<file path="src/rtl/core/mlnp_pkg.sv">
package mlnp_pkg;

  localparam int unsigned MLNP_STACK_DEPTH = 16;

  localparam int unsigned NOTE_W = 7;
  localparam int unsigned VEL_W  = 7;
  localparam int unsigned HELD_W = 5;

  // Event kinds
  localparam logic [1:0] KIND_NOTE_ON  = 2'd0;
  localparam logic [1:0] KIND_NOTE_OFF = 2'd1;
  localparam logic [1:0] KIND_ALL_OFF  = 2'd2;

  typedef struct packed {
    logic capture;   // latch the incoming event, rewind pointers
    logic rm_rd;     // read stack entry at the scan pointer
    logic rm_step;   // keep or drop the entry just read
    logic sh_init;   // start the oldest-entry drop
    logic sh_rd;     // read entry for the shift
    logic sh_step;   // write it one place down
    logic push;      // write the new note on top
    logic rd_top;    // read the top entry
    logic set_top;   // take the read entry as the target
    logic clear;     // empty the stack
    logic load_out;  // fill the result register
  } mlnp_cmd_t;

  typedef struct packed {
    logic [1:0] kind;
    logic       count_zero;
    logic       full;
    logic       rm_last;
    logic       sh_last;
  } mlnp_status_t;

endpackage

</file>
<file path="src/rtl/core/mlnp_dpath.sv">
module mlnp_dpath import mlnp_pkg::*; #(
  parameter int unsigned STACK_DEPTH = MLNP_STACK_DEPTH
) (
  input  logic              clk_i,
  input  logic              rst_ni,
  input  mlnp_cmd_t         cmd_i,
  output mlnp_status_t      status_o,
  input  logic              cfg_we_i,
  input  logic              cfg_legato_enable_i,
  input  logic [1:0]        kind_i,
  input  logic [NOTE_W-1:0] note_i,
  input  logic [VEL_W-1:0]  velocity_i,
  input  logic              env_active_i,
  output logic [NOTE_W-1:0] active_note_o,
  output logic              target_changed_o,
  output logic [VEL_W-1:0]  note_velocity_o,
  output logic              env_trigger_o,
  output logic              env_release_o,
  output logic              pitch_snap_o,
  output logic [HELD_W-1:0] held_count_o
);

  localparam int unsigned AW = (STACK_DEPTH > 1) ? $clog2(STACK_DEPTH) : 1;
  localparam int unsigned CW = $clog2(STACK_DEPTH + 1);

  logic [NOTE_W-1:0] mem_q [STACK_DEPTH];
  logic [NOTE_W-1:0] rd_q;

  logic              mem_we;
  logic [AW-1:0]     mem_wa;
  logic [NOTE_W-1:0] mem_wd;
  logic              mem_re;
  logic [AW-1:0]     mem_ra;

  logic [CW-1:0]     count_q;
  logic [NOTE_W-1:0] top_q;
  logic [VEL_W-1:0]  last_vel_q;
  logic              legato_q;
  logic [AW-1:0]     r_q;
  logic [CW-1:0]     w_q;

  logic [1:0]        kind_q;
  logic [NOTE_W-1:0] note_q;
  logic [VEL_W-1:0]  vel_q;
  logic              env_q;
  logic              had_q;

  logic [CW-1:0]     top_idx;
  logic              keep;
  logic [CW-1:0]     w_next;
  logic              rm_last;

  assign top_idx = count_q - CW'(1);
  assign keep    = (rd_q != note_q);
  assign w_next  = keep ? (w_q + CW'(1)) : w_q;
  assign rm_last = ((CW'(r_q) + CW'(1)) == count_q);

  assign status_o.kind       = kind_q;
  assign status_o.count_zero = (count_q == '0);
  assign status_o.full       = (count_q == CW'(STACK_DEPTH));
  assign status_o.rm_last    = rm_last;
  assign status_o.sh_last    = (r_q == AW'(STACK_DEPTH - 1));

  always_comb begin
    mem_we = 1'b0;
    mem_wa = '0;
    mem_wd = rd_q;
    mem_re = 1'b0;
    mem_ra = r_q;
    if (cmd_i.rm_rd || cmd_i.sh_rd) begin
      mem_re = 1'b1;
    end
    if (cmd_i.rd_top) begin
      mem_re = 1'b1;
      mem_ra = top_idx[AW-1:0];
    end
    if (cmd_i.rm_step) begin
      mem_we = keep;
      mem_wa = w_q[AW-1:0];
    end
    if (cmd_i.sh_step) begin
      mem_we = 1'b1;
      mem_wa = r_q - AW'(1);
    end
    if (cmd_i.push) begin
      mem_we = 1'b1;
      mem_wa = count_q[AW-1:0];
      mem_wd = note_q;
    end
  end

  always_ff @(posedge clk_i) begin
    if (mem_we) begin
      mem_q[mem_wa] <= mem_wd;
    end
    if (mem_re) begin
      rd_q <= mem_q[mem_ra];
    end
  end

  // Event capture; a note on at zero velocity acts as a note off
  always_ff @(posedge clk_i) begin
    if (cmd_i.capture) begin
      kind_q <= ((kind_i == KIND_NOTE_ON) && (velocity_i == '0)) ? KIND_NOTE_OFF : kind_i;
      note_q <= note_i;
      vel_q  <= velocity_i;
      env_q  <= env_active_i;
      had_q  <= (count_q != '0);
    end
  end

  always_ff @(posedge clk_i or negedge rst_ni) begin
    if (!rst_ni) begin
      count_q    <= '0;
      top_q      <= '0;
      last_vel_q <= '0;
      legato_q   <= 1'b1;
      r_q        <= '0;
      w_q        <= '0;
    end else begin
      if (cfg_we_i) begin
        legato_q <= cfg_legato_enable_i;
      end
      if (cmd_i.capture) begin
        r_q <= '0;
        w_q <= '0;
      end
      if (cmd_i.rm_step) begin
        w_q <= w_next;
        r_q <= r_q + AW'(1);
        if (rm_last) begin
          count_q <= w_next;
        end
      end
      if (cmd_i.sh_init) begin
        r_q <= AW'(1);
      end
      if (cmd_i.sh_step) begin
        r_q <= r_q + AW'(1);
        if (status_o.sh_last) begin
          count_q <= CW'(STACK_DEPTH - 1);
        end
      end
      if (cmd_i.push) begin
        count_q    <= count_q + CW'(1);
        top_q      <= note_q;
        last_vel_q <= vel_q;
      end
      if (cmd_i.set_top) begin
        top_q <= rd_q;
      end
      if (cmd_i.clear) begin
        count_q <= '0;
      end
    end
  end

  always_ff @(posedge clk_i) begin
    if (cmd_i.load_out) begin
      active_note_o    <= top_q;
      note_velocity_o  <= last_vel_q;
      held_count_o     <= HELD_W'(count_q);
      target_changed_o <= 1'b0;
      env_trigger_o    <= 1'b0;
      env_release_o    <= 1'b0;
      pitch_snap_o     <= 1'b0;
      case (kind_q)
        KIND_NOTE_ON: begin
          target_changed_o <= 1'b1;
          pitch_snap_o     <= !env_q;
          env_trigger_o    <= !env_q || !legato_q || !had_q;
        end
        KIND_NOTE_OFF: begin
          target_changed_o <= (count_q != '0);
          env_release_o    <= (count_q == '0);
        end
        KIND_ALL_OFF: begin
          env_release_o <= 1'b1;
        end
        default: begin
        end
      endcase
    end
  end

endmodule

</file>
<file path="src/rtl/core/mlnp_ctrl.sv">
module mlnp_ctrl import mlnp_pkg::*; (
  input  logic         clk_i,
  input  logic         rst_ni,
  input  logic         in_valid_i,
  output logic         in_ready_o,
  output logic         out_valid_o,
  input  logic         out_ready_i,
  input  mlnp_status_t status_i,
  output mlnp_cmd_t    cmd_o
);

  typedef enum logic [3:0] {
    ST_IDLE,
    ST_DISPATCH,
    ST_RM_RD,
    ST_RM_CMP,
    ST_POST_RM,
    ST_SH_RD,
    ST_SH_WR,
    ST_PUSH,
    ST_TOP_RD,
    ST_TOP_WAIT,
    ST_OUT
  } state_e;

  state_e state_q, state_d;
  logic   out_valid_q;
  logic   out_free;

  assign in_ready_o  = (state_q == ST_IDLE);
  assign out_valid_o = out_valid_q;
  assign out_free    = !out_valid_q || out_ready_i;

  always_comb begin
    state_d = state_q;
    cmd_o   = '0;
    case (state_q)
      ST_IDLE: begin
        if (in_valid_i) begin
          cmd_o.capture = 1'b1;
          state_d       = ST_DISPATCH;
        end
      end
      ST_DISPATCH: begin
        case (status_i.kind)
          KIND_NOTE_ON, KIND_NOTE_OFF: begin
            state_d = status_i.count_zero ? ST_POST_RM : ST_RM_RD;
          end
          KIND_ALL_OFF: begin
            cmd_o.clear = 1'b1;
            state_d     = ST_OUT;
          end
          default: begin
            state_d = ST_OUT;
          end
        endcase
      end
      ST_RM_RD: begin
        cmd_o.rm_rd = 1'b1;
        state_d     = ST_RM_CMP;
      end
      ST_RM_CMP: begin
        cmd_o.rm_step = 1'b1;
        state_d       = status_i.rm_last ? ST_POST_RM : ST_RM_RD;
      end
      ST_POST_RM: begin
        if (status_i.kind == KIND_NOTE_ON) begin
          if (status_i.full) begin
            cmd_o.sh_init = 1'b1;
            state_d       = ST_SH_RD;
          end else begin
            state_d = ST_PUSH;
          end
        end else begin
          state_d = status_i.count_zero ? ST_OUT : ST_TOP_RD;
        end
      end
      ST_SH_RD: begin
        cmd_o.sh_rd = 1'b1;
        state_d     = ST_SH_WR;
      end
      ST_SH_WR: begin
        cmd_o.sh_step = 1'b1;
        state_d       = status_i.sh_last ? ST_PUSH : ST_SH_RD;
      end
      ST_PUSH: begin
        cmd_o.push = 1'b1;
        state_d    = ST_OUT;
      end
      ST_TOP_RD: begin
        cmd_o.rd_top = 1'b1;
        state_d      = ST_TOP_WAIT;
      end
      ST_TOP_WAIT: begin
        cmd_o.set_top = 1'b1;
        state_d       = ST_OUT;
      end
      ST_OUT: begin
        if (out_free) begin
          cmd_o.load_out = 1'b1;
          state_d        = ST_IDLE;
        end
      end
      default: begin
        state_d = ST_IDLE;
      end
    endcase
  end

  always_ff @(posedge clk_i or negedge rst_ni) begin
    if (!rst_ni) begin
      state_q     <= ST_IDLE;
      out_valid_q <= 1'b0;
    end else begin
      state_q <= state_d;
      if (cmd_o.load_out) begin
        out_valid_q <= 1'b1;
      end else if (out_ready_i) begin
        out_valid_q <= 1'b0;
      end
    end
  end

endmodule

</file>
<file path="src/rtl/core/mono_last_note_priority.sv">
// Monophonic last-note-priority note stack with legato. Each input transfer
// is a note on, note off or all-notes-off event; each one yields exactly one
// result transfer with the target note, the latest velocity, the held count
// and the envelope/pitch strobes. The held notes live in a single-port-write,
// registered-read memory of STACK_DEPTH entries that a controller scans one
// entry at a time, dropping every copy of the event's note. A note on then
// pushes the note on top; if the stack is full and did not hold the note,
// the oldest entry is first dropped by shifting the rest down. A note off
// that leaves notes held reads the new top as the target. All-notes-off
// and the ignored kind skip the scan. A finished result waits until the
// output register is free. A new event is taken while the previous result
// still waits in the output register. The legato register (reset 1) is
// written through the cfg channel, which is always ready; write it only
// between events. The stack needs no clearing after reset.
module mono_last_note_priority import mlnp_pkg::*; #(
  parameter int unsigned STACK_DEPTH = MLNP_STACK_DEPTH
) (
  input  logic              clk_i,
  input  logic              rst_ni,
  // configuration write channel
  input  logic              cfg_valid_i,
  output logic              cfg_ready_o,
  input  logic              cfg_legato_enable_i,
  // event channel
  input  logic              in_valid_i,
  output logic              in_ready_o,
  input  logic [1:0]        kind_i,
  input  logic [NOTE_W-1:0] note_i,
  input  logic [VEL_W-1:0]  velocity_i,
  input  logic              env_active_i,
  // result channel
  output logic              out_valid_o,
  input  logic              out_ready_i,
  output logic [NOTE_W-1:0] active_note_o,
  output logic              target_changed_o,
  output logic [VEL_W-1:0]  note_velocity_o,
  output logic              env_trigger_o,
  output logic              env_release_o,
  output logic              pitch_snap_o,
  output logic [HELD_W-1:0] held_count_o
);

  mlnp_cmd_t    cmd;
  mlnp_status_t status;

  // Register write is a single flop update: accept every transfer at once.
  assign cfg_ready_o = 1'b1;

  // Controller: sequences the scan, the oldest-entry drop, push and top read,
  // then holds the finished result until the output register is free.
  mlnp_ctrl u_ctrl (
    .clk_i       (clk_i),
    .rst_ni      (rst_ni),
    .in_valid_i  (in_valid_i),
    .in_ready_o  (in_ready_o),
    .out_valid_o (out_valid_o),
    .out_ready_i (out_ready_i),
    .status_i    (status),
    .cmd_o       (cmd)
  );

  // Datapath: note memory, count, target, velocity, legato and result flops.
  mlnp_dpath #(
    .STACK_DEPTH (STACK_DEPTH)
  ) u_dpath (
    .clk_i               (clk_i),
    .rst_ni              (rst_ni),
    .cmd_i               (cmd),
    .status_o            (status),
    .cfg_we_i            (cfg_valid_i),
    .cfg_legato_enable_i (cfg_legato_enable_i),
    .kind_i              (kind_i),
    .note_i              (note_i),
    .velocity_i          (velocity_i),
    .env_active_i        (env_active_i),
    .active_note_o       (active_note_o),
    .target_changed_o    (target_changed_o),
    .note_velocity_o     (note_velocity_o),
    .env_trigger_o       (env_trigger_o),
    .env_release_o       (env_release_o),
    .pitch_snap_o        (pitch_snap_o),
    .held_count_o        (held_count_o)
  );

endmodule

</file>
<file path="config.mk">
export PLATFORM = sky130hd
export DESIGN_NAME = mono_last_note_priority
export DESIGN_NICKNAME = d
export VERILOG_FILES = /design/src/rtl/core/mlnp_pkg.sv /design/src/rtl/core/mlnp_dpath.sv /design/src/rtl/core/mlnp_ctrl.sv /design/src/rtl/core/mono_last_note_priority.sv
export SDC_FILE = /design/constraint.sdc
export NUM_CORES = 1
export LEC_CHECK = 0
export ABC_AREA = 1
export BUFFER_PORTS_ARGS = -buffer_cell sky130_fd_sc_hd__buf_2
export CAP_MARGIN = 30
export CELL_PAD_IN_SITES_DETAIL_PLACEMENT = 0
export CELL_PAD_IN_SITES_GLOBAL_PLACEMENT = 1
export CORE_MARGIN = 2
export CORE_UTILIZATION = 54
export CTS_BUF_LIST = sky130_fd_sc_hd__clkbuf_8
export CTS_CLUSTER_SIZE = 14
export DETAILED_ROUTE_END_ITERATION = 6
export PLACE_DENSITY_LB_ADDON = 0.3
export SYNTH_ARGS = -nofsm -noshare
export SYNTH_HDL_FRONTEND = slang
export SYNTH_SLANG_ARGS = --single-unit
export TNS_END_PERCENT = 5
</file>
<file path="constraint.sdc">
create_clock -name clk_i -period 3.1 [get_ports clk_i]
set_input_delay 0.62 -clock clk_i [delete_from_list [all_inputs] [get_ports clk_i]]
set_output_delay 0.62 -clock clk_i [all_outputs]
set_load 0.05 [all_outputs]
</file>
==> flow_summary_export.csv <==
group,metric,value,unit
status,status,"completed",
timing,drv_slew,0,
route,drc_errors,0,
route,drt_iter0_drc,555,
synthesis,yosysWarnings,0,
grt,grt_max_degree,46,
route,ant_nets,0,
pwr,power_density,897.2,nW/um^2
synthesis,synth_flop_cell,"edfxtp_1",
timing,worst_slew_pin_slew,874.7,ps
setup_path,start_kind,"flip-flop",
layout,final-instance-count-excl-fill,1143,
floorplan,die_x,131.1,um
synthesis,synthesis.nets,883,
timing,clock_skew,21.04,ps
flow_run,cap_violations,0,
timing,fin_tns_setup,0,ps
timing,fmax,387.8,MHz
placement,dp_cells,1111,
synthesis,ys_async_sr_fraction,0.1753,
layout,num_antenna_cells,0,
timing,setup_viol,0,
floorplan,core_area,15830,sq um
layout,drive_gt1_frac,0.1294,
route,dr.pass1.iters,5,
setup_path,path_class,"reg -> reg",
placement,dpl_worst_slack,558.8,ps
clocking,hold_buffers,0,
route,wl_per_cell,16.91,um
timing,post-route-period-util,0.8319,
synthesis,synth.ff_latch_count,194,
synthesis,synth_cells,851,
grt,grtUsageTotal,0.2369,
timing,layout_min_cycle_time,2579,ps
setup_path,setup.worst_path.end_class,"flip-flop",
clocking,htree_num_levels,4,
timing,maxSlewHeadroom,0.4148,
route,viasPerCell,5.388,
layout,fin_util,0.6068,
grt,overflow,0,
floorplan,die_y,131.1,um
setup_path,crit_buf_inv,2,
clocking,numCtsBuffers,17,
placement,dpl_cell_area,9223,sq um
route,finalWirelength,19330,um
layout,layout.nets,946,
pwr,leakage,4.080,nW
layout,final_area,9604,sq um
floorplan,io_pins,49,
setup_path,cp_data_required_time,3210,ps
setup_path,crit_chain,"inv_1 > nand2_2 > nor2_2 > inv_2 > o21ai_1 > nand2_1 > nor2_1",
grt,grt_pass1_vias,6057,
placement,routabilityCongestion,0.9116,
clocking,clock_latency,470,ps
setup_path,slowest_delay,500,ps
setup_path,crit_arrival,2680,ps
floorplan,row_count,46,
clocking,post_cts_buffers,0,
placement,io_buffers,47,
placement,hpwl,13410,um
grt,grt_pass1_wl,30470,um
synthesis,yosysSeqAreaShare,0.6487,
timing,final_hold_viol_count,0,
setup_path,cpLargestDelayFamily,"simple AND/OR/NAND/NOR gates",
clocking,clk_path_buf_depth,2,
synthesis,syn-mean-instance-area,10.25,sq um
layout,synthToLayoutAreaGrowth,10.14,%
setup_path,cp_slowest_cell,"nor2_1",
synthesis,synth_edf_count,160,
clocking,post_cts_resized,0,
floorplan,dieArea,17180,sq um
timing,holdWs,240.4,ps
pwr,ir_drop,515.7,uV
synthesis,ys_types,40,
route,vias,6158,
synthesis,syn-cell-area,8720,sq um
grt,antenna_found_initial,0,
setup_path,cp_max_fo,10,
clocking,cts_tree,"done",
timing,layout_setup_ws,521.3,ps
timing,rsz0062_at_grt,"false",
hold_path,holdCritPathClass,"in -> async",
pwr,finalPower,8.617,mW
clocking,clkSinkCount,194,
clocking,clkTransAtPathRegs,100,ps
floorplan,start_util,0.5509,
clocking,cts_root_buf,"clkbuf_8",
## synth_stat cells, drive strengths merged (7+ instances only)
library cell,n,area [sq um]
buf,24,180.2
nor2,83,335.3
nand3,47,240.2
inv,99,371.6
nand4,7,43.79
ha,9,112.6
edfxtp,160,4805
o211ai,39,292.8
o22ai,8,50.05
o21ai,37,188.9
dfrtp,33,825.8
nand2,271,1032
## layout by cell type (no fill, tap or decap), drive strengths merged, types with 2 or more instances in the layout
cell | synthesis | layout
nand3 | 47 | 47
clkinvlp | 0 | 2
nor3 | 4 | 4
buf | 24 | 72
inv | 99 | 104
o211ai | 39 | 39
clkbuf | 4 | 17
a21oi | 6 | 6
nor4 | 2 | 2
nand2 | 271 | 271
nand4 | 7 | 7
o22ai | 8 | 8
nor2 | 83 | 83
clkinv | 0 | 8
dfrtp | 33 | 33
o21ai | 37 | 37
xor2 | 5 | 5
edfxtp | 160 | 160
ha | 9 | 9
## routing by layer
layer	global-route usage	share of wire	vias up
li1	-	-	2969
met1	0.2932	0.41	2934
met2	0.4115	0.51	220
met3	0.04951	0.055	35
met4	0.08949	0.022	0
met5	0	0	-
## state kept, by name, summed over array words and instances, names as in the netlist, 5 cells and up
name	count
u_dpath.active_note_o	7
u_dpath.count_q	5
u_dpath.held_count_o	5
u_dpath.last_vel_q	7
u_dpath.mem_q	112
u_dpath.note_q	7
u_dpath.note_velocity_o	7
u_dpath.rd_q	7
u_dpath.top_q	7
u_dpath.vel_q	7
u_dpath.w_q	5
## worst paths after layout
kind / startpoint / end / slack [ps] / cells past startpoint
worst max register to register: u_ctrl.state_q[3]$_DFFE_PN0P_ / u_dpath.mem_q[11][0]$_DFFE_PP_ / 520 / 7
worst min register to register: u_dpath.last_vel_q[4]$_DFFE_PN0P_ / u_dpath.note_velocity_o[4]$_DFFE_PP_ / 450 / 0
worst min-delay path: rst_ni / u_dpath.r_q[3]$_DFFE_PN0P_ / 240 / 1
min in group clk_i: note_i[5] / u_dpath.note_q[5]$_DFFE_PP_ / 320 / 1
worst max-delay path: u_ctrl.state_q[3]$_DFFE_PN0P_ / u_dpath.mem_q[11][0]$_DFFE_PP_ / 520 / 7
max in group asynchronous: rst_ni / u_dpath.w_q[1]$_DFFE_PN0P_ / 2320 / 1
## worst reg2reg max path: stages (launching register included)
cell and delay [ps]:
dfrtp_1 430, inv_1 80, nand2_2 100, nor2_2 360, inv_2 200, o21ai_1 360, nand2_1 190, nor2_1 500
## cell type report
class | count | area (sq um)
repair buffers | 72 | 422.9
inverters | 99 | 371.6
fillers | 1301 | 6223
clock buffers | 17 | 234.0
clock inverters | 15 | 147.6
flip-flops and latches | 194 | 5657
well taps | 216 | 270.3
multi-input cells | 530 | 2501
## power by group
part	switching, mW	leakage [nW]	internal [mW]
Combinational	2.37	2.00	0.929
Sequential	0.242	1.90	3.53
Clock	0.951	0.185	0.589
## cells by family after synthesis
kind of cell	after synthesis	share of synthesized area
adders and majority gates	9	0.01291
DFF	194	0.6487
buffers and inverters	127	0.06500
muxes	1	0.001291
and+or+nand+nor	415	0.1939
xor gates and xnor gates	6	0.006027
other	1	0.0004301
AOI/OAI and AO/OA	98	0.07175
Note: power is estimated with default switching activity, not from simulation.
